### src/rtl/btmx_ram.sv
// ----------------------------------------------------------------------------
// btmx_ram
// Generic single-write, single-read memory with a registered read port.
// ----------------------------------------------------------------------------
`default_nettype none

module btmx_ram #(
  parameter int WIDTH = 8,
  parameter int DEPTH = 64
) (
  input  wire logic                     clk,
  input  wire logic                     wr_en,
  input  wire logic [$clog2(DEPTH)-1:0] wr_addr,
  input  wire logic [WIDTH-1:0]         wr_data,
  input  wire logic                     rd_en,
  input  wire logic [$clog2(DEPTH)-1:0] rd_addr,
  output logic      [WIDTH-1:0]         rd_data
);

  logic [WIDTH-1:0] mem [DEPTH];

  always_ff @(posedge clk) begin
    if (wr_en) begin
      mem[wr_addr] <= wr_data;
    end
    if (rd_en) begin
      rd_data <= mem[rd_addr];
    end
  end

endmodule

`default_nettype wire

### config.mk
export PLATFORM = sky130hd
export DESIGN_NAME = btmx_ram
export DESIGN_NICKNAME = d
export VERILOG_FILES = /design/src/rtl/btmx_ram.sv
export SDC_FILE = /design/constraint.sdc
export NUM_CORES = 1
export LEC_CHECK = 0
export BUFFER_PORTS_ARGS = -buffer_cell sky130_fd_sc_hd__buf_2
export CAP_MARGIN = 20
export CORE_ASPECT_RATIO = 1.75
export CORE_UTILIZATION = 60
export CTS_CLUSTER_SIZE = 12
export DETAILED_ROUTE_END_ITERATION = 16
export GPL_ROUTABILITY_DRIVEN = 0
export PLACE_DENSITY = 0.76
export SYNTH_ARGS = -nofsm -noshare
export SYNTH_HDL_FRONTEND = slang
export SYNTH_SLANG_ARGS = --single-unit
### constraint.sdc
create_clock -name clk -period 3.3 [get_ports clk]
set_clock_uncertainty 0.2 [all_clocks]
set_input_delay 0.33 -clock clk [delete_from_list [all_inputs] [get_ports clk]]
set_output_delay 0.33 -clock clk [all_outputs]
set_load 0.005 [all_outputs]
==> results.txt <==
- Status: complete, no violations
- Setup violations remaining at the end of the flow were counted as 0.
- Dividing the synthesized area by the synthesized cell count gives 21.5 um2.
- Initial antenna violation count: 1
* Global routing met1 resource utilization: 32.8%
- Measured along the y axis, the die boundary spans 245 um.
* Via count of the routed design: 9,874
- Compared with the post-synthesis result, the final layout area differs by 12.7%.
- Setup repair after global routing left no endpoint under its margin.
* Number of I/O port buffers: 30
* Met3 Usage GRT: 3.26%
- Placement Rows: 88
- The finished cells cover 22,800 um2.
- Overall overflow remaining after global route: 0
- Final worst path period need: 2.38 ns
- The post-route netlist has 29.1% of its cells at a drive strength greater than 1.
- Static Leakage: 7.25 nW
- Total count of hold-check failures in the final report: 0
* Detailed Route WL: 44.5 mm
* Pwr/cell area: 568 nW/um2
- Slew margin rel.: 42.9%
- In the final timing run, aggregate negative setup slack is 0 ns.
- Met2 global-route usage: 49.6%
* Seq cells post-synth: 520
- In this run the count of I/O pins placed on the die edge is 31.
* Clk Latency, worst-skew pair: 0.56 ns
- Post-detailed-placement cell area: 21,300 um2
- The worst setup path is launched from a flip-flop.
- Class of the worst hold path: in -> reg
* Largest fanout on the critical path: 1
- Fraction of registers with async set or reset after synthesis: 0%
- Summing all flip-flop and latch instances after layout gives 15,600 um2.
- The number of global-route vias before repair was 10,300.
- R2R cell count: 5
* Buffer type at the clock tree root: sky130_fd_sc_hd__clkbuf_16
- Summed over all nets, the half-perimeter wirelength after detailed placement is 28.2 mm.
* Fill cell instance count of the final layout: 1,983
* Global-route wire length before repair: 66.4 mm
* Most frequent cells in the layout: sky130_fd_sc_hd__edfxtp_1 (520), sky130_fd_sc_hd__mux4_2 (126), sky130_fd_sc_hd__nor2_1 (83), sky130_fd_sc_hd__buf_4 (77), sky130_fd_sc_hd__clkbuf_16 (51)
- Path type of the worst setup path: reg -> reg
* Number of warnings reported in the yosys synthesis log: 0
- All-Layer GR Usage: 27.4%
- # clock sinks: 520
- Once detail routing completed, the nets flagged for antenna violations numbered 0.
- The number of gates resized after CTS was 0.
- Most used flip-flop cell after synthesis: sky130_fd_sc_hd__edfxtp_1
* Via density per instance: 6.50
- Highest achievable clock rate: 420 MHz
- Summing all multi-input logic gate instances after layout gives 4320 um2.
- Number of pins exceeding their max-slew limit in the final report: 0
- Yosys mapped a number of flops with a built-in enable equal to 520.
* Critical Path RT: 3.40 ns
* CP Launch Point: mem[29][4]
- The first detailed-routing pass took 5 iterations.
- VDD sags by at most 0.000425 V.
- Distinct cells, synth: 39
- Across the run, the number of max-cap violations was 0.
- After detailed routing, the average wire length per cell comes to 29.3 um.
* Die span in x: 141 um
- TritonCTS built the clock tree.
* DRC errors left: 0
- Entering global routing, the biggest net connects 65 pins.
* Clock tree buffer depth: 3
- The net count of the finished layout is 1,084.
- The layer flagged by global routing as most heavily used is met2.
- At the pin with the least slew margin, the transition time is 0.853 ns.
- Count of routing violations after the opening detailed-route iteration: 1,052
* Worst reg2reg startpoint: mem[29][4]
* Cell count after synthesis: 940
- In this run the critical register-to-register path is captured at rd_data[4].
- Leaving out fill and tap cells, the most frequent cell in the layout is sky130_fd_sc_hd__edfxtp_1.
* Clock-pin slew on the worst setup and hold paths: 0.06 ns
* CORE AREA: 33,100 um2
- At the worst endpoint, the arrival time is 2.48 ns.
- In this run the worst setup path terminates at rd_data[4].
* Area of the die: 34,500 um2
* Cell Area, Synth: 20,200 um2
- Inserted Clock Buffers: 49
* Reg-to-reg slack, setup: 0.92 ns
- Synthesis produced a netlist with a net count of 963.
- Sequential cells were found to cover 77.1% of the synthesized design area.
- The worst setup path is captured at a flip-flop.
- Post-route clock period utilization: 72.1%
- Total number of H-tree levels: 2
- Starting density of the core: 61.1%
[worst max-delay path, stage by stage, from the launching register on]
cell                       delay, ns
sky130_fd_sc_hd__edfxtp_1       0.37
sky130_fd_sc_hd__mux4_2         0.48
sky130_fd_sc_hd__mux2_2         0.32
sky130_fd_sc_hd__o221a_2        0.31
sky130_fd_sc_hd__nor3_1         0.30
sky130_fd_sc_hd__o32ai_1        0.13
[cell type report]
class / instances / area share (%)
sequential: 520 / 68.5
multi-input combinational: 369 / 18.9
clock buffer: 54 / 5.64
timing repair buffer: 121 / 4.42
tap: 450 / 2.47
clock inverter: 3 / 0.0768
antenna: 2 / 0.0219
[report_power, final]
group / switching, mW / internal, mW
Clock: 2.18 / 2.72
Sequential: 0.0167 / 7.33
Combinational: 0.418 / 0.286
Total: 2.62 / 10.3
[cell families (layout without fill, tap and decap cells)]
logic type             Yosys count  in the layout  synth area share [%]
AO/OA/AOI/OAI                   54             54                  2.06
buffers and inverters           51            178                  1.56
flip-flops                     520            520                  77.1
multiplexers                   162            162                  15.9
other                            0              2                     0
AND/OR/NAND/NOR                153            153                  3.37
[cells in the mapped netlist, drive strengths merged (4+ instances only)]
cell type | number | share of area, %
o221ai | 8 | 0.35
o21ai | 4 | 0.099
nand2b | 7 | 0.22
nor2 | 83 | 1.5
o22ai | 8 | 0.25
mux4 | 126 | 14
nand2 | 19 | 0.35
nor3 | 7 | 0.17
clkbuf | 17 | 0.32
buf | 34 | 1.2
a211oi | 4 | 0.15
a221oi | 6 | 0.26
nor2b | 14 | 0.43
edfxtp | 520 | 77
mux2i | 23 | 1.1
mux2 | 13 | 0.72
nand3 | 13 | 0.32
[worst min path at each step]
stage	from	endpoint	slack, ns	cells after the start
2_1_floorplan	wr_data[0]	mem[0][0]	0.23	0
3_3_place_gp	rd_en	rd_data[2]	0.50	1
3_5_place_dp	rd_en	rd_data[2]	0.51	1
4_1_cts	rd_addr[5]	rd_data[0]	0.09	3
5_1_grt	wr_data[1]	mem[33][1]	0.005	1
6_report	wr_data[1]	mem[33][1]	0.004	1
[flip-flops by register name (all words and copies together) (netlist names)]
| name | flops |
|---|---|
| mem | 512 |
| rd_data | 8 |
[what timing repair did]
item                                   in CTS  in global routing
buffers inserted                            0                  0
endpoints found under the hold margin       8                 21
hold buffers                                1                  3
[through the flow]
| stage | worst slack [ns] | hold slack [ns] | power, mW | cells | util [%] |
|---|---|---|---|---|---|
| after detailed placement | 0.409 | 0.510 | 8.17 | 1450 | 64.4 |
| after floorplan | 0.964 | 0.229 | 7.87 | 940 | - |
| final | 0.920 | 0.00405 | 12.9 | 1519 | 68.8 |
| after CTS | 0.900 | 0.0852 | 13.0 | 1508 | 68.4 |
| after global routing | 0.781 | 0.00513 | 13.3 | 1518 | 68.8 |
| after global placement | 0.435 | 0.505 | 8.15 | 1450 | 64.4 |
[routing by layer]
| metal | vias up | routed length [um] | part of all wire (%) |
|---|---|---|---|
| li1 | 4143 | - | - |
| met2 | 445 | 24500 | 55 |
| met3 | 108 | 2540 | 5.7 |
| met1 | 5178 | 15300 | 34 |
| met5 | - | 0 | 0 |
| met4 | 0 | 2220 | 5.0 |
Power figures use the tool's default switching activity.
