`src/rtl/btmx_pkg.sv`:
```
// ----------------------------------------------------------------------------
// btmx_pkg
// Shared types, sizes and codes for the binary trie maximum-XOR block.
// ----------------------------------------------------------------------------
`default_nettype none

package btmx_pkg;

  localparam int KEY_BITS   = 31;
  localparam int NODE_COUNT = 32768;

  localparam int IN_KEY_W = 31;
  localparam int XOR_W    = 31;
  localparam int NODE_W   = $clog2(NODE_COUNT);
  localparam int CNT_W    = $clog2(NODE_COUNT + 1);
  localparam int SUM_W    = CNT_W + 1;
  localparam int LVL_W    = (KEY_BITS > 1) ? $clog2(KEY_BITS) : 1;
  localparam int ENTRY_W  = 2 * NODE_W;

  typedef logic [KEY_BITS-1:0]         key_t;
  typedef logic [XOR_W-1:0]            xor_t;
  typedef logic [NODE_W-1:0]           node_t;
  typedef logic [CNT_W-1:0]            cnt_t;
  typedef logic [SUM_W-1:0]            sum_t;
  typedef logic [LVL_W-1:0]            lvl_t;
  typedef logic [LVL_W:0]              miss_t;
  typedef logic [1:0][NODE_W-1:0]      entry_t;
  typedef logic [1:0]                  status_t;

  localparam logic KIND_INSERT = 1'b0;
  localparam logic KIND_QUERY  = 1'b1;

  localparam status_t ST_OK    = 2'd0;
  localparam status_t ST_EMPTY = 2'd1;
  localparam status_t ST_FULL  = 2'd2;

  typedef enum logic [1:0] {
    S_IDLE,
    S_WALK,
    S_ALLOC,
    S_DONE
  } state_t;

  typedef struct packed {
    logic    other_hit;
    node_t   nxt;
    entry_t  wr_entry;
  } step_t;

  typedef struct packed {
    logic    valid;
    xor_t    best;
    status_t status;
  } result_t;

endpackage

`default_nettype wire

```
`src/rtl/btmx_step.sv`:
```
// ----------------------------------------------------------------------------
// btmx_step
// One trie level: picks the child to follow and builds the node entry to
// write when a new child link is allocated.
// ----------------------------------------------------------------------------
`default_nettype none

module btmx_step (
  input  wire btmx_pkg::entry_t entry,
  input  wire logic             key_bit,
  input  wire logic             query,
  input  wire btmx_pkg::node_t  fresh,
  input  wire logic             merge,
  output btmx_pkg::step_t       st
);

  btmx_pkg::node_t  other;
  btmx_pkg::node_t  same;
  btmx_pkg::entry_t base;

  always_comb begin
    other        = entry[~key_bit];
    same         = entry[key_bit];
    st.other_hit = query && (other != '0);
    st.nxt       = st.other_hit ? other : same;
    base         = merge ? entry : '0;
    base[key_bit] = fresh;
    st.wr_entry  = base;
  end

endmodule

`default_nettype wire

```
`src/rtl/btmx_seq.sv`:
```
// ----------------------------------------------------------------------------
// btmx_seq
// Sequencer that walks the trie one level per cycle, checks for room and
// allocates the missing part of an insert path one node per cycle.
// ----------------------------------------------------------------------------
`default_nettype none

module btmx_seq (
  input  wire logic                   clk,
  input  wire logic                   rst_n,
  input  wire logic                   in_valid,
  output logic                        in_stall,
  input  wire logic                   in_kind,
  input  wire logic [btmx_pkg::IN_KEY_W-1:0] in_key,
  output logic                        rd_en,
  output btmx_pkg::node_t             rd_addr,
  input  wire btmx_pkg::entry_t       rd_data,
  output logic                        wr_en,
  output btmx_pkg::node_t             wr_addr,
  output btmx_pkg::entry_t            wr_data,
  output btmx_pkg::result_t           res,
  input  wire logic                   out_free
);

  btmx_pkg::state_t  state_r, state_nxt;
  btmx_pkg::cnt_t    used_r, used_nxt;
  logic              holds_r, holds_nxt;

  logic              kind_r, kind_nxt;
  btmx_pkg::key_t    key_r, key_nxt;
  btmx_pkg::lvl_t    lvl_r, lvl_nxt;
  btmx_pkg::node_t   node_r, node_nxt;
  btmx_pkg::key_t    best_r, best_nxt;
  btmx_pkg::status_t status_r, status_nxt;
  btmx_pkg::entry_t  ent_r, ent_nxt;
  logic              first_r, first_nxt;

  btmx_pkg::entry_t  step_entry;
  btmx_pkg::node_t   fresh;
  btmx_pkg::step_t   st;
  logic              accept;
  logic              full;

  assign in_stall = (state_r != btmx_pkg::S_IDLE);
  assign accept   = in_valid && !in_stall;
  assign fresh    = btmx_pkg::node_t'(used_r);
  assign full     = (btmx_pkg::sum_t'(used_r) + btmx_pkg::sum_t'(btmx_pkg::miss_t'(lvl_r) + 1'b1))
                    > btmx_pkg::sum_t'(btmx_pkg::NODE_COUNT);

  always_comb begin
    if (state_r == btmx_pkg::S_WALK) begin
      step_entry = holds_r ? rd_data : '0;
    end else begin
      step_entry = ent_r;
    end
  end

  btmx_step u_step (
    .entry   (step_entry),
    .key_bit (key_r[lvl_r]),
    .query   (kind_r == btmx_pkg::KIND_QUERY),
    .fresh   (fresh),
    .merge   (first_r),
    .st      (st)
  );

  always_comb begin
    state_nxt  = state_r;
    used_nxt   = used_r;
    holds_nxt  = holds_r;
    kind_nxt   = kind_r;
    key_nxt    = key_r;
    lvl_nxt    = lvl_r;
    node_nxt   = node_r;
    best_nxt   = best_r;
    status_nxt = status_r;
    ent_nxt    = ent_r;
    first_nxt  = first_r;
    rd_en      = 1'b0;
    rd_addr    = '0;
    wr_en      = 1'b0;
    wr_addr    = node_r;
    wr_data    = st.wr_entry;
    res.valid  = 1'b0;
    res.best   = btmx_pkg::xor_t'(best_r);
    res.status = status_r;

    unique case (state_r)
      btmx_pkg::S_IDLE: begin
        if (accept) begin
          kind_nxt   = in_kind;
          key_nxt    = btmx_pkg::key_t'(in_key);
          lvl_nxt    = btmx_pkg::lvl_t'(btmx_pkg::KEY_BITS - 1);
          node_nxt   = '0;
          best_nxt   = '0;
          status_nxt = btmx_pkg::ST_OK;
          if ((in_kind == btmx_pkg::KIND_QUERY) && !holds_r) begin
            status_nxt = btmx_pkg::ST_EMPTY;
            state_nxt  = btmx_pkg::S_DONE;
          end else begin
            rd_en     = 1'b1;
            state_nxt = btmx_pkg::S_WALK;
          end
        end
      end
      btmx_pkg::S_WALK: begin
        if (kind_r == btmx_pkg::KIND_QUERY) begin
          best_nxt[lvl_r] = st.other_hit;
          if (lvl_r == '0) begin
            state_nxt = btmx_pkg::S_DONE;
          end else begin
            node_nxt = st.nxt;
            lvl_nxt  = lvl_r - 1'b1;
            rd_en    = 1'b1;
            rd_addr  = st.nxt;
          end
        end else if (st.nxt == '0) begin
          ent_nxt = step_entry;
          if (full) begin
            status_nxt = btmx_pkg::ST_FULL;
            state_nxt  = btmx_pkg::S_DONE;
          end else begin
            first_nxt = 1'b1;
            state_nxt = btmx_pkg::S_ALLOC;
          end
        end else if (lvl_r == '0) begin
          state_nxt = btmx_pkg::S_DONE;
        end else begin
          node_nxt = st.nxt;
          lvl_nxt  = lvl_r - 1'b1;
          rd_en    = 1'b1;
          rd_addr  = st.nxt;
        end
      end
      btmx_pkg::S_ALLOC: begin
        wr_en     = 1'b1;
        used_nxt  = used_r + 1'b1;
        node_nxt  = fresh;
        first_nxt = 1'b0;
        if (lvl_r == '0) begin
          holds_nxt = 1'b1;
          state_nxt = btmx_pkg::S_DONE;
        end else begin
          lvl_nxt = lvl_r - 1'b1;
        end
      end
      btmx_pkg::S_DONE: begin
        res.valid = 1'b1;
        if (out_free) begin
          state_nxt = btmx_pkg::S_IDLE;
        end
      end
      default: begin
        state_nxt = btmx_pkg::S_IDLE;
      end
    endcase
  end

  always_ff @(posedge clk) begin
    if (!rst_n) begin
      state_r <= btmx_pkg::S_IDLE;
      used_r  <= btmx_pkg::cnt_t'(1);
      holds_r <= 1'b0;
    end else begin
      state_r <= state_nxt;
      used_r  <= used_nxt;
      holds_r <= holds_nxt;
    end
  end

  always_ff @(posedge clk) begin
    kind_r   <= kind_nxt;
    key_r    <= key_nxt;
    lvl_r    <= lvl_nxt;
    node_r   <= node_nxt;
    best_r   <= best_nxt;
    status_r <= status_nxt;
    ent_r    <= ent_nxt;
    first_r  <= first_nxt;
  end

endmodule

`default_nettype wire

```
`config.mk`:
```
export PLATFORM = sky130hd
export DESIGN_NAME = btmx_seq
export DESIGN_NICKNAME = d
export VERILOG_FILES = /design/src/rtl/btmx_pkg.sv /design/src/rtl/btmx_step.sv /design/src/rtl/btmx_seq.sv
export SDC_FILE = /design/constraint.sdc
export NUM_CORES = 1
export LEC_CHECK = 0
export ABC_CLOCK_PERIOD_IN_PS = 7110
export BUFFER_PORTS_ARGS = -buffer_cell sky130_fd_sc_hd__buf_2
export CORE_MARGIN = 3
export CORE_UTILIZATION = 59
export DETAILED_ROUTE_END_ITERATION = 8
export GPL_ROUTABILITY_DRIVEN = 0
export HOLD_SLACK_MARGIN = 0.12
export MAX_ROUTING_LAYER = met4
export PLACE_DENSITY = 0.9
export SETUP_SLACK_MARGIN = 0.4
export SLEW_MARGIN = 20
export SYNTH_ARGS = -nofsm -noshare
export SYNTH_HDL_FRONTEND = slang
export SYNTH_SLANG_ARGS = --single-unit
```
`constraint.sdc`:
```
create_clock -name clk -period 7.11 [get_ports clk]
set_input_delay 0.3555 -clock clk [delete_from_list [all_inputs] [get_ports clk]]
set_output_delay 0.3555 -clock clk [all_outputs]
set_load 0.01 [all_outputs]
```
==> impl_metrics.json, run 1 <==
{
  "dieArea_um2": 14000,
  "postCtsSetupBuffers": 0,
  "avgSynthCellArea_um2": 9.81,
  "slew_viol_final": 0,
  "rsz0062_at_grt": "false",
  "finalWirelength_um": 21600,
  "synth_edf_count": 116,
  "nFillCells": 790,
  "dpl_cell_area_um2": 8260,
  "fin_setup_tns_ns": 0,
  "yosysMostFrequentCell": "edfxtp_1",
  "finalSetupViolations": 0,
  "dr.pass1.iters": 8,
  "max_freq_mhz": 193,
  "cts_tree": "done",
  "synth_top_area_share_pct": 46.9,
  "viasPerCell": 6.10,
  "die_h_um": 118,
  "seqCellArea_um2": 3860,
  "synth_area_leaders": "edfxtp_1 47%, dfxtp_1 5.1%, nand2_1 5.1%",
  "max-cap-violations": 0,
  "synth_top_flop_cell": "edfxtp_1",
  "p_int_mw": 2.16,
  "io_pins": 163,
  "antenna_found_initial": 1,
  "global_route.usage.met1_pct": 40.3,
  "worstSkewPairLatency_ns": 0.43,
  "pwr-share-seq_pct": 36.6,
  "area_growth_pct": 22.7,
  "die_x_um": 118,
  "cp.required_ns": 6.75,
  "whs_path_depth": 1,
  "cts_buffers": 17,
  "cts_buffer_depth": 2,
  "hold_violations": 0,
  "met3_usage_pct": 5.84,
  "use_met2_pct": 50.0,
  "yosys.area.top_type": "edfxtp_1",
  "critPathLaunchType": "register",
  "htree_levels": 4,
  "arrival_ns": 4.83,
  "coreArea_um2": 12200,
  "path_class": "register to output pin",
  "pwr-share-clk_pct": 22.5,
  "cellPowerDensity_nw_per_um2": 391,
  "end_kind": "output pin",
  "portBuffers": 162,
  "synthArstFlopShare_pct": 0,
  "final_nets": 1005,
  "cts_root_buf": "clkbuf_16",
  "ys_seq_area_share_pct": 52.0,
  "drive_above_1_share_pct": 23.4,
  "netlist_top_cells_count": "116 x edfxtp_1, 101 x nand2_1, 81 x nor2_1",
  "dr_total_vias": 6738,
  "p_sw_mw": 1.40,
  "drc": 0,
  "p_leak_nw": 3.59,
  "core.rowCount": 40,
  "switching_share_pct": 39.4,
  "ant_nets": 0,
  "grt_max_degree": 65,
  "yosysWarnings": 0,
  "fin_crit_sh_pct": 72.9,
  "dpl.hpwl_um": 14400,
  "wl_per_cell_um": 19.6,
  "clk_pin_slew_ns": 0.06,
  "clock-sinks": 135,
  "worst-r2r-cell-count": 11,
  "multi_input_area_um2": 3180,
  "worstHoldPathType": "primary input to register",
  "synth-seq-cells": 135,
  "grt-busiest-layer": "met2",
  "grt_pass1_wl_um": 33500,
  "yosysUniqueCellTypes": 69,
  "start_util_pct": 61.1,
  "synthCells": 757,
  "synth_nets": 840,
  "period_needed_ns": 5.19,
  "worst_ir_drop_vdd_mv": 0.255,
  "grt_usage_pct": 31.5,
  "skew_ns": 0.0125,
  "first_iter_violations": 1004,
  "synthesis.area_um2": 7430,
  "grt_pass1_vias": 6238,
  "grt_overflow": 0,
  "status": "finished clean",
  "tightest_slew_ns": 1.05,
  "fin_area_um2": 9110,
  "comb_power_share_pct": 41.0,
  "maxSlewHeadroom_pct": 29.7,
  "worst-path-max-fanout": 64
}
## cells in the final DEF (no fill, tap or decap), types with 3 or more instances in the layout
master         synthesis  layout
clkbuf_16              0      17
nor4b_1                3       3
buf_2                  7     162
clkbuf_1              35       3
and2_1                 5       5
clkinv_1               1       4
o21a_1                 3       3
o21ai_0               69      69
nand2_1              101     101
dfxtp_1               19      19
xnor2_1               20      20
dlygate4sd3_1          0      32
a22oi_1                6       6
nor3_1                40      40
a21oi_1               41      40
buf_4                  3       7
nand3_1               22      22
nor2_1                81      81
nor3b_1                4       4
nand4_1                6       6
edfxtp_1             116     116
ha_1                  16      16
mux2i_1               19      18
clkinv_2               0       6
nor4_1                 7       7
a22o_1                19      19
a41oi_1                3       3
mux2_2                 9       9
inv_1                 38      38
## cells by family (layout without fill, tap and decap cells)
family,count (synthesis),in the layout,synth area share (%)
buffers and inverters,95,273,5.37
XOR/XNOR,22,22,2.59
flip-flops,135,135,52.0
AO/OA/AOI/OAI,170,170,14.7
AND/OR/NAND/NOR,286,286,17.4
multiplexers,32,32,4.94
other,0,1,0
adder cells (fa/ha/maj),17,17,2.96
## worst max-delay path, stage by stage, from the launching register on
cell and delay [ns]:
edfxtp_1 0.58, nor3b_1 0.90, a22o_1 0.31, o21ai_0 0.14, o2111ai_4 0.15, buf_4 0.48
a31o_1 0.83, mux2_4 0.30, nor4b_1 0.46, buf_2 0.23
## worst paths after layout
| path | end | slack, ns | startpoint |
|---|---|---|---|
| worst min-delay path | kind_r | 0.13 | in_kind |
| worst max-delay path | rd_addr[14] | 1.92 | lvl_r[4] |
| worst max register to register | lvl_r[2] | 2.66 | lvl_r[4] |
| worst min register to register | used_r[15] | 0.57 | used_r[15] |
## stage by stage
stage,std cells,util [%],hold slack (ns),power (mW),setup WS [ns]
CTS,1103,74.9,0.121,3.52,2.08
global route,1104,74.9,0.125,3.73,1.75
finish,1104,74.9,0.133,3.56,1.92
floorplan,757,-,0.417,2.23,3.37
global placement,1039,68.0,0.532,2.68,2.59
detailed placement,1039,68.0,0.534,2.71,2.51
## registers in the layout, indices dropped and copies added, names as in the netlist
name      count
best_r       31
ent_r        30
first_r       1
holds_r       1
key_r        31
kind_r        1
lvl_r         5
state_r       2
status_r      2
used_r       16
wr_addr      15
## power by group through the flow
stage / logic [mW] / registers, mW / clock network (mW)
6_report: 1.46 / 1.30 / 0.800
4_1_cts: 1.43 / 1.30 / 0.795
3_3_place_gp: 1.37 / 1.31 / 0
3_5_place_dp: 1.40 / 1.31 / 0
5_1_grt: 1.57 / 1.33 / 0.836
2_1_floorplan: 0.905 / 1.33 / 0
## what timing repair did
action                                 in CTS  in global routing
gates resized for setup                     0                  0
endpoints found under the hold margin      32                  0
hold buffers                               32                  0
## area by class of cell
class	count	area share (%)
tap	168	2.31
timing repair buffer	201	13.0
multi-input combinational	527	34.9
clock buffer	20	4.79
inverter	40	1.65
antenna	1	0.0275
sequential	135	42.4
clock inverter	12	0.948
## per-layer routing
| layer | vias to the layer above | wire length [um] |
|---|---|---|
| met3 | 75 | 2430 |
| met2 | 471 | 10400 |
| met4 | 0 | 866 |
| met1 | 3141 | 7860 |
| met5 | - | 0 |
| li1 | 3051 | - |
Power figures use the tool's default switching activity.
==> run 2, diff against run 1 <==
--- a/config.mk
+++ b/config.mk
@@ -5,15 +5,16 @@
 export SDC_FILE = /design/constraint.sdc
 export NUM_CORES = 1
 export LEC_CHECK = 0
-export ABC_CLOCK_PERIOD_IN_PS = 7110
+export ABC_AREA = 1
+export ABC_CLOCK_PERIOD_IN_PS = 4500
 export BUFFER_PORTS_ARGS = -buffer_cell sky130_fd_sc_hd__buf_2
 export CORE_MARGIN = 3
-export CORE_UTILIZATION = 59
+export CORE_UTILIZATION = 50
 export DETAILED_ROUTE_END_ITERATION = 8
 export GPL_ROUTABILITY_DRIVEN = 0
 export HOLD_SLACK_MARGIN = 0.12
 export MAX_ROUTING_LAYER = met4
-export PLACE_DENSITY = 0.9
+export PLACE_DENSITY = 0.81
 export SETUP_SLACK_MARGIN = 0.4
 export SLEW_MARGIN = 20
 export SYNTH_ARGS = -nofsm -noshare
==> constraint.sdc (replaced) <==
create_clock -name clk -period 4.5 [get_ports clk]
set_input_delay 0.225 -clock clk [delete_from_list [all_inputs] [get_ports clk]]
set_output_delay 0.225 -clock clk [all_outputs]
set_load 0.01 [all_outputs]
==> run 2 against run 1 <==
Compared with the run above: highest routed layer unchanged; total power increased by 120%; final cell count increased by 21%; first-iteration DRC count increased by 34%; the flow now finishes with violations (design-rule violations, max-capacitance violations, max-slew violations, negative setup slack); wire length increased by 29%.
==> impl_metrics.json, run 2 <==
{
  "worst-path-max-fanout": 8,
  "finalWirelength_um": 27900,
  "portBuffers": 162,
  "synth_top_flop_cell": "edfxtp_1",
  "ys_seq_area_share_pct": 49.8,
  "viasPerCell": 6.20,
  "p_total_mw": 7.99,
  "clk_pin_slew_ns": 0.06,
  "dpl.hpwl_um": 15500,
  "netlist_top_cells_count": "187 x nand2_1, 116 x edfxtp_1, 113 x inv_1",
  "p_leak_nw": 4.71,
  "reg_top3": "best_r x31, key_r x31, ent_r x30",
  "nFillCells": 960,
  "cts_buffer_depth": 2,
  "start_util_pct": 52.2,
  "dpl_cell_area_um2": 8670,
  "max_freq_mhz": 221,
  "grt_usage_pct": 28.8,
  "path_class": "register to output pin",
  "rsz0062_at_grt": "true",
  "first_iter_violations": 1350,
  "clock-sinks": 135,
  "drc": 33,
  "core.rowCount": 44,
  "grt_overflow": 0,
  "grt_pass1_wl_um": 36700,
  "max-cap-violations": 1,
  "hold_violations": 0,
  "worst_ir_drop_vdd_mv": 0.404,
  "max_stage_delay_ns": 0.41,
  "synth_edf_count": 116,
  "avgSynthCellArea_um2": 8.59,
  "synth_nets": 986,
  "final_nets": 1223,
  "dr_total_vias": 8308,
  "multi_input_area_um2": 3880,
  "fin_util_pct": 73.0,
  "synthesis.area_um2": 7760,
  "pwr-share-seq_pct": 25.4,
  "synth_top_area_share_pct": 44.9,
  "final_common_cell": "buf_2",
  "period_needed_ns": 4.53,
  "synthArstFlopShare_pct": 0,
  "fin_ws_ns": -0.0274,
  "yosysMostFrequentCell": "nand2_1",
  "finalSetupViolations": 2,
  "synthCells": 903,
  "violations": "design-rule violations, max-capacitance violations, max-slew violations, negative setup slack",
  "skew_ns": 0.0135,
  "yosysUniqueCellTypes": 41,
  "io_pins": 163,
  "comb_power_share_pct": 56.3,
  "wl_per_cell_um": 20.8,
  "cp_slowest_cell": "edfxtp_1",
  "p_sw_mw": 3.65,
  "dieArea_um2": 17000,
  "yosys.area.top_type": "edfxtp_1",
  "p_int_mw": 4.34,
  "ant_nets": 0,
  "critPathLaunchType": "register",
  "cellPowerDensity_nw_per_um2": 736,
  "die_h_um": 131,
  "cts_buffers": 17,
  "cp.required_ns": 4.28,
  "dr.pass1.iters": 9,
  "final_cell_mix": "153 x buf_2, 123 x nand2_1, 116 x edfxtp_1, 111 x inv_1, 72 x a21oi_1",
  "arrival_ns": 4.30,
  "fin_crit_sh_pct": 101,
  "synth_area_leaders": "edfxtp_1 45%, nand2_1 9.0%, inv_1 5.5%",
  "end_kind": "output pin",
  "seqCellArea_um2": 3860,
  "hold_ws_ns": 0.151,
  "maxSlewHeadroom_pct": -2.22,
  "fin_area_um2": 10900,
  "antenna_found_initial": 1,
  "cts_tree": "done",
  "drive_above_1_share_pct": 35.1,
  "yosysWarnings": 0,
  "htree_levels": 4,
  "tightest_slew_ns": 1.53,
  "cts_root_buf": "clkbuf_16",
  "area_growth_pct": 39.9,
  "switching_share_pct": 45.6,
  "pwr-share-clk_pct": 18.2,
  "worstSkewPairLatency_ns": 0.44,
  "grt_max_degree": 56,
  "status": "complete, but fails checks",
  "grt_pass1_vias": 7201,
  "synth-seq-cells": 135,
  "die_x_um": 131,
  "slew_viol_final": 22,
  "worstHoldPathType": "primary input to register",
  "coreArea_um2": 14900,
  "pre_cts_ws_ns": 0.275
}
==> run 2: cell type report <==
cell class / count / area share (%)
multi-input cells: 615 / 35.8
flip-flops and latches: 135 / 35.6
repair buffers: 252 / 16.4
inverters: 117 / 4.23
clock buffers: 17 / 3.92
well taps: 184 / 2.12
clock inverters: 15 / 1.61
repair inverters: 2 / 0.254
diodes: 4 / 0.0923
==> run 2: per-layer routing <==
metal  GRT usage, %  vias to the layer above  wire length (um)  share of wire [%]
li1               -                     3579                 -                  -
met5              -                        -                 0                  0
met1           34.9                     3746              9570                 34
met3           7.68                      208              3590                 13
met4           11.7                        0              1680                6.0
met2           46.1                      775             13100                 47
==> run 2: what timing repair did <==
item,4_1_cts,5_1_grt
pin swaps,3,56
setup buffers,15,25
gates resized for setup,19,162
endpoints found under the setup margin,63,48
hold buffers,33,0
hold endpoints to repair,39,0
cloned,4,8
==> run 2: worst max-delay path: cells and delay by family (launching register included) <==
family                 cells  cell delay, ns
buffers and inverters      5            0.84
flip-flops                 1            0.41
AO/OA/AOI/OAI              1            0.22
AND/OR/NAND/NOR           22            2.34
==> run 2: worst paths after layout <==
kind              depth (start not counted)   startpoint     endpoint  slack [ns]
setup / recovery                         28     lvl_r[0]   rd_addr[1]       -0.03
hold / removal                            2  rd_data[22]    ent_r[22]        0.15
setup reg to reg                         27     lvl_r[0]  status_r[0]        0.22
hold reg to reg                           2      holds_r      holds_r        0.51
==> run 2: logic make-up after synthesis <==
group / synth area share, %
adders and majority gates: 2.84
DFF: 49.8
buffers and inverters: 8.74
AOI/OAI and AO/OA: 15.4
and+or+nand+nor: 20.4
xor gates and xnor gates: 1.35
muxes: 1.42
==> run 2: power by group through the flow <==
stage / sequential (mW) / combinational, mW / clock, mW
after global routing: 2.07 / 4.72 / 1.51
after CTS: 2.01 / 3.34 / 1.44
after global placement: 2.05 / 3.03 / 0
after detailed placement: 2.05 / 3.07 / 0
after floorplan: 2.11 / 2.06 / 0
final: 2.03 / 4.50 / 1.46
==> run 2: per-stage QoR <==
stage | instances | setup TNS, ns
6_report | 1341 | -0.0325
5_1_grt | 1341 | -0.500
4_1_cts | 1304 | 0
3_5_place_dp | 1220 | 0
3_3_place_gp | 1220 | 0
2_1_floorplan | 903 | 0
==> run 3, diff against run 2 <==
--- a/config.mk
+++ b/config.mk
@@ -5,7 +5,6 @@
 export SDC_FILE = /design/constraint.sdc
 export NUM_CORES = 1
 export LEC_CHECK = 0
-export ABC_AREA = 1
 export ABC_CLOCK_PERIOD_IN_PS = 4500
 export BUFFER_PORTS_ARGS = -buffer_cell sky130_fd_sc_hd__buf_2
 export CORE_MARGIN = 3
==> run 3 against run 2 <==
Compared with the run above: via count fell by 20%; the run now ends clean; wire length fell by 21%; clock power barely moved; sequential cell count did not move; first-iteration DRC count fell by 28%; core utilization fell by 7.2 points; combinational power fell by 46%; register-to-register slack improved by 0.47 ns; clock skew fell by 0.0017 ns; non-clock buffer count fell by 38; sequential share of layout area rose by 5.7 points; highest routed layer unchanged; worst hold slack got worse by 0.0019 ns.
==> impl_metrics.json, run 3 (synthesis results as in run 1) <==
{
  "status": "finished clean",
  "cts_tree": "done",
  "final_common_cell": "buf_2",
  "p_leak_nw": 3.69,
  "area_growth_pct": 25.8,
  "clk_pin_slew_ns": 0.06,
  "clock-sinks": 135,
  "antenna_found_initial": 2,
  "crit_family": "simple AND/OR/NAND/NOR gates",
  "first_iter_violations": 971,
  "dieArea_um2": 16400,
  "cellPowerDensity_nw_per_um2": 630,
  "drive_above_1_share_pct": 25.3,
  "pwr-share-clk_pct": 24.6,
  "io_pins": 163,
  "critical_path.cell_chain": "inv_1, ha_1, and2_1, buf_4, a22o_1, nor4_1, nand3_1, a21oi_1, a31o_1, buf_4, mux2i_2, nor2_1, buf_2",
  "core.rowCount": 43,
  "rsz0062_at_grt": "true",
  "placed_cells": 1061,
  "skew_ns": 0.0118,
  "finalWirelength_um": 21900,
  "htree_levels": 4,
  "max-cap-violations": 0,
  "cts_buffers": 17,
  "fin_setup_tns_ns": 0,
  "hold_violations": 0,
  "pre_cts_ws_ns": 0.744,
  "fin_crit_sh_pct": 88.8,
  "ant_nets": 0,
  "final_cell_count_no_fill": 1130,
  "final_cell_mix": "162 x buf_2, 116 x edfxtp_1, 101 x nand2_1, 81 x nor2_1, 69 x o21ai_0",
  "wl_per_cell_um": 19.4,
  "maxSlewHeadroom_pct": 33.0,
  "dpl_cell_area_um2": 8350,
  "critPathLaunchType": "register",
  "grt_max_degree": 64,
  "viasPerCell": 5.89,
  "comb_power_share_pct": 41.0,
  "arrival_ns": 3.77,
  "switching_share_pct": 38.3,
  "drc": 0,
  "dr_total_vias": 6653,
  "p_int_mw": 3.63,
  "cts_root_buf": "clkbuf_16",
  "grt_usage_pct": 27.3,
  "slew_viol_final": 0,
  "portBuffers": 162,
  "worstSkewPairLatency_ns": 0.43,
  "hold_ws_ns": 0.149,
  "p_sw_mw": 2.25,
  "path_class": "register to output pin",
  "final_nets": 1018,
  "grt_overflow": 0,
  "worst-path-max-fanout": 20,
  "max_freq_mhz": 250,
  "period_needed_ns": 4.00,
  "grt_pass1_wl_um": 33400,
  "end_kind": "output pin",
  "fin_ws_ns": 0.502,
  "reg_top3": "best_r x31, key_r x31, ent_r x30",
  "die_x_um": 128,
  "finalSetupViolations": 0,
  "tightest_slew_ns": 1.00,
  "worstHoldPathType": "primary input to register",
  "cts_buffer_depth": 2,
  "start_util_pct": 52.3,
  "cp.required_ns": 4.28,
  "path_common_cell": "buf_4",
  "die_h_um": 128,
  "worst_ir_drop_vdd_mv": 0.318,
  "fin_area_um2": 9340,
  "cp_slowest_cell": "dfxtp_1",
  "cp_num_buf_inv": 4,
  "grt_pass1_vias": 6237,
  "dr.pass1.iters": 7,
  "coreArea_um2": 14200,
  "dpl.hpwl_um": 14900,
  "max_stage_delay_ns": 0.41,
  "pwr-share-seq_pct": 34.4
}
## run 3: cell type report
class | instances | area (um^2)
diodes | 2 | 5.00
inverters | 40 | 150
clock inverters | 15 | 184
flip-flops and latches | 135 | 3860
well taps | 180 | 225
clock buffers | 17 | 425
multi-input cells | 527 | 3200
fillers | 1119 | 4860
repair buffers | 214 | 1290
## run 3: per-stage QoR
step                      power, mW  util [%]
after floorplan                3.53         -
after global placement         4.31      58.8
after detailed placement       4.34      58.8
after CTS                      5.81      65.5
after global routing           6.18      65.8
final                          5.88      65.8
## run 3: worst paths after layout
check                                start          end  slack (ns)  cells after the start
worst max register to register  state_r[1]     ent_r[2]        0.69                     11
worst min register to register  used_r[15]   used_r[15]        0.58                      2
worst min-delay path            rd_data[4]     ent_r[4]        0.15                      2
worst max-delay path            state_r[1]  rd_addr[11]        0.50                     13
## run 3: power groups by stage
stage / Sequential [mW] / Combinational [mW] / Clock, mW
global route: 2.06 / 2.60 / 1.51
floorplan: 2.10 / 1.43 / 0
CTS: 2.03 / 2.33 / 1.45
global placement: 2.04 / 2.26 / 0
finish: 2.02 / 2.41 / 1.45
detailed placement: 2.05 / 2.29 / 0
## run 3: worst reg2reg max path: cells and delay by family, from the launching register on
kind | cells | cell delay [ns]
compound gates | 1 | 0.32
simple gates | 5 | 1.52
buf+inv | 3 | 0.71
mux | 1 | 0.32
flops | 1 | 0.41
fa+ha+maj | 1 | 0.23
## run 3: metal layers
| metal | global-route usage [%] | wire [um] |
|---|---|---|
| met1 | 35.8 | 8700 |
| met5 | - | 0 |
| met2 | 41.5 | 10300 |
| met3 | 4.42 | 2070 |
| met4 | 13.2 | 905 |
## run 3: timing repair
action	4_1_cts	5_1_grt
setup endpoints to repair	7	10
gates resized for setup	2	5
endpoints found under the hold margin	33	0
hold buffers	33	0
setup buffers	0	2
gates cloned	0	0
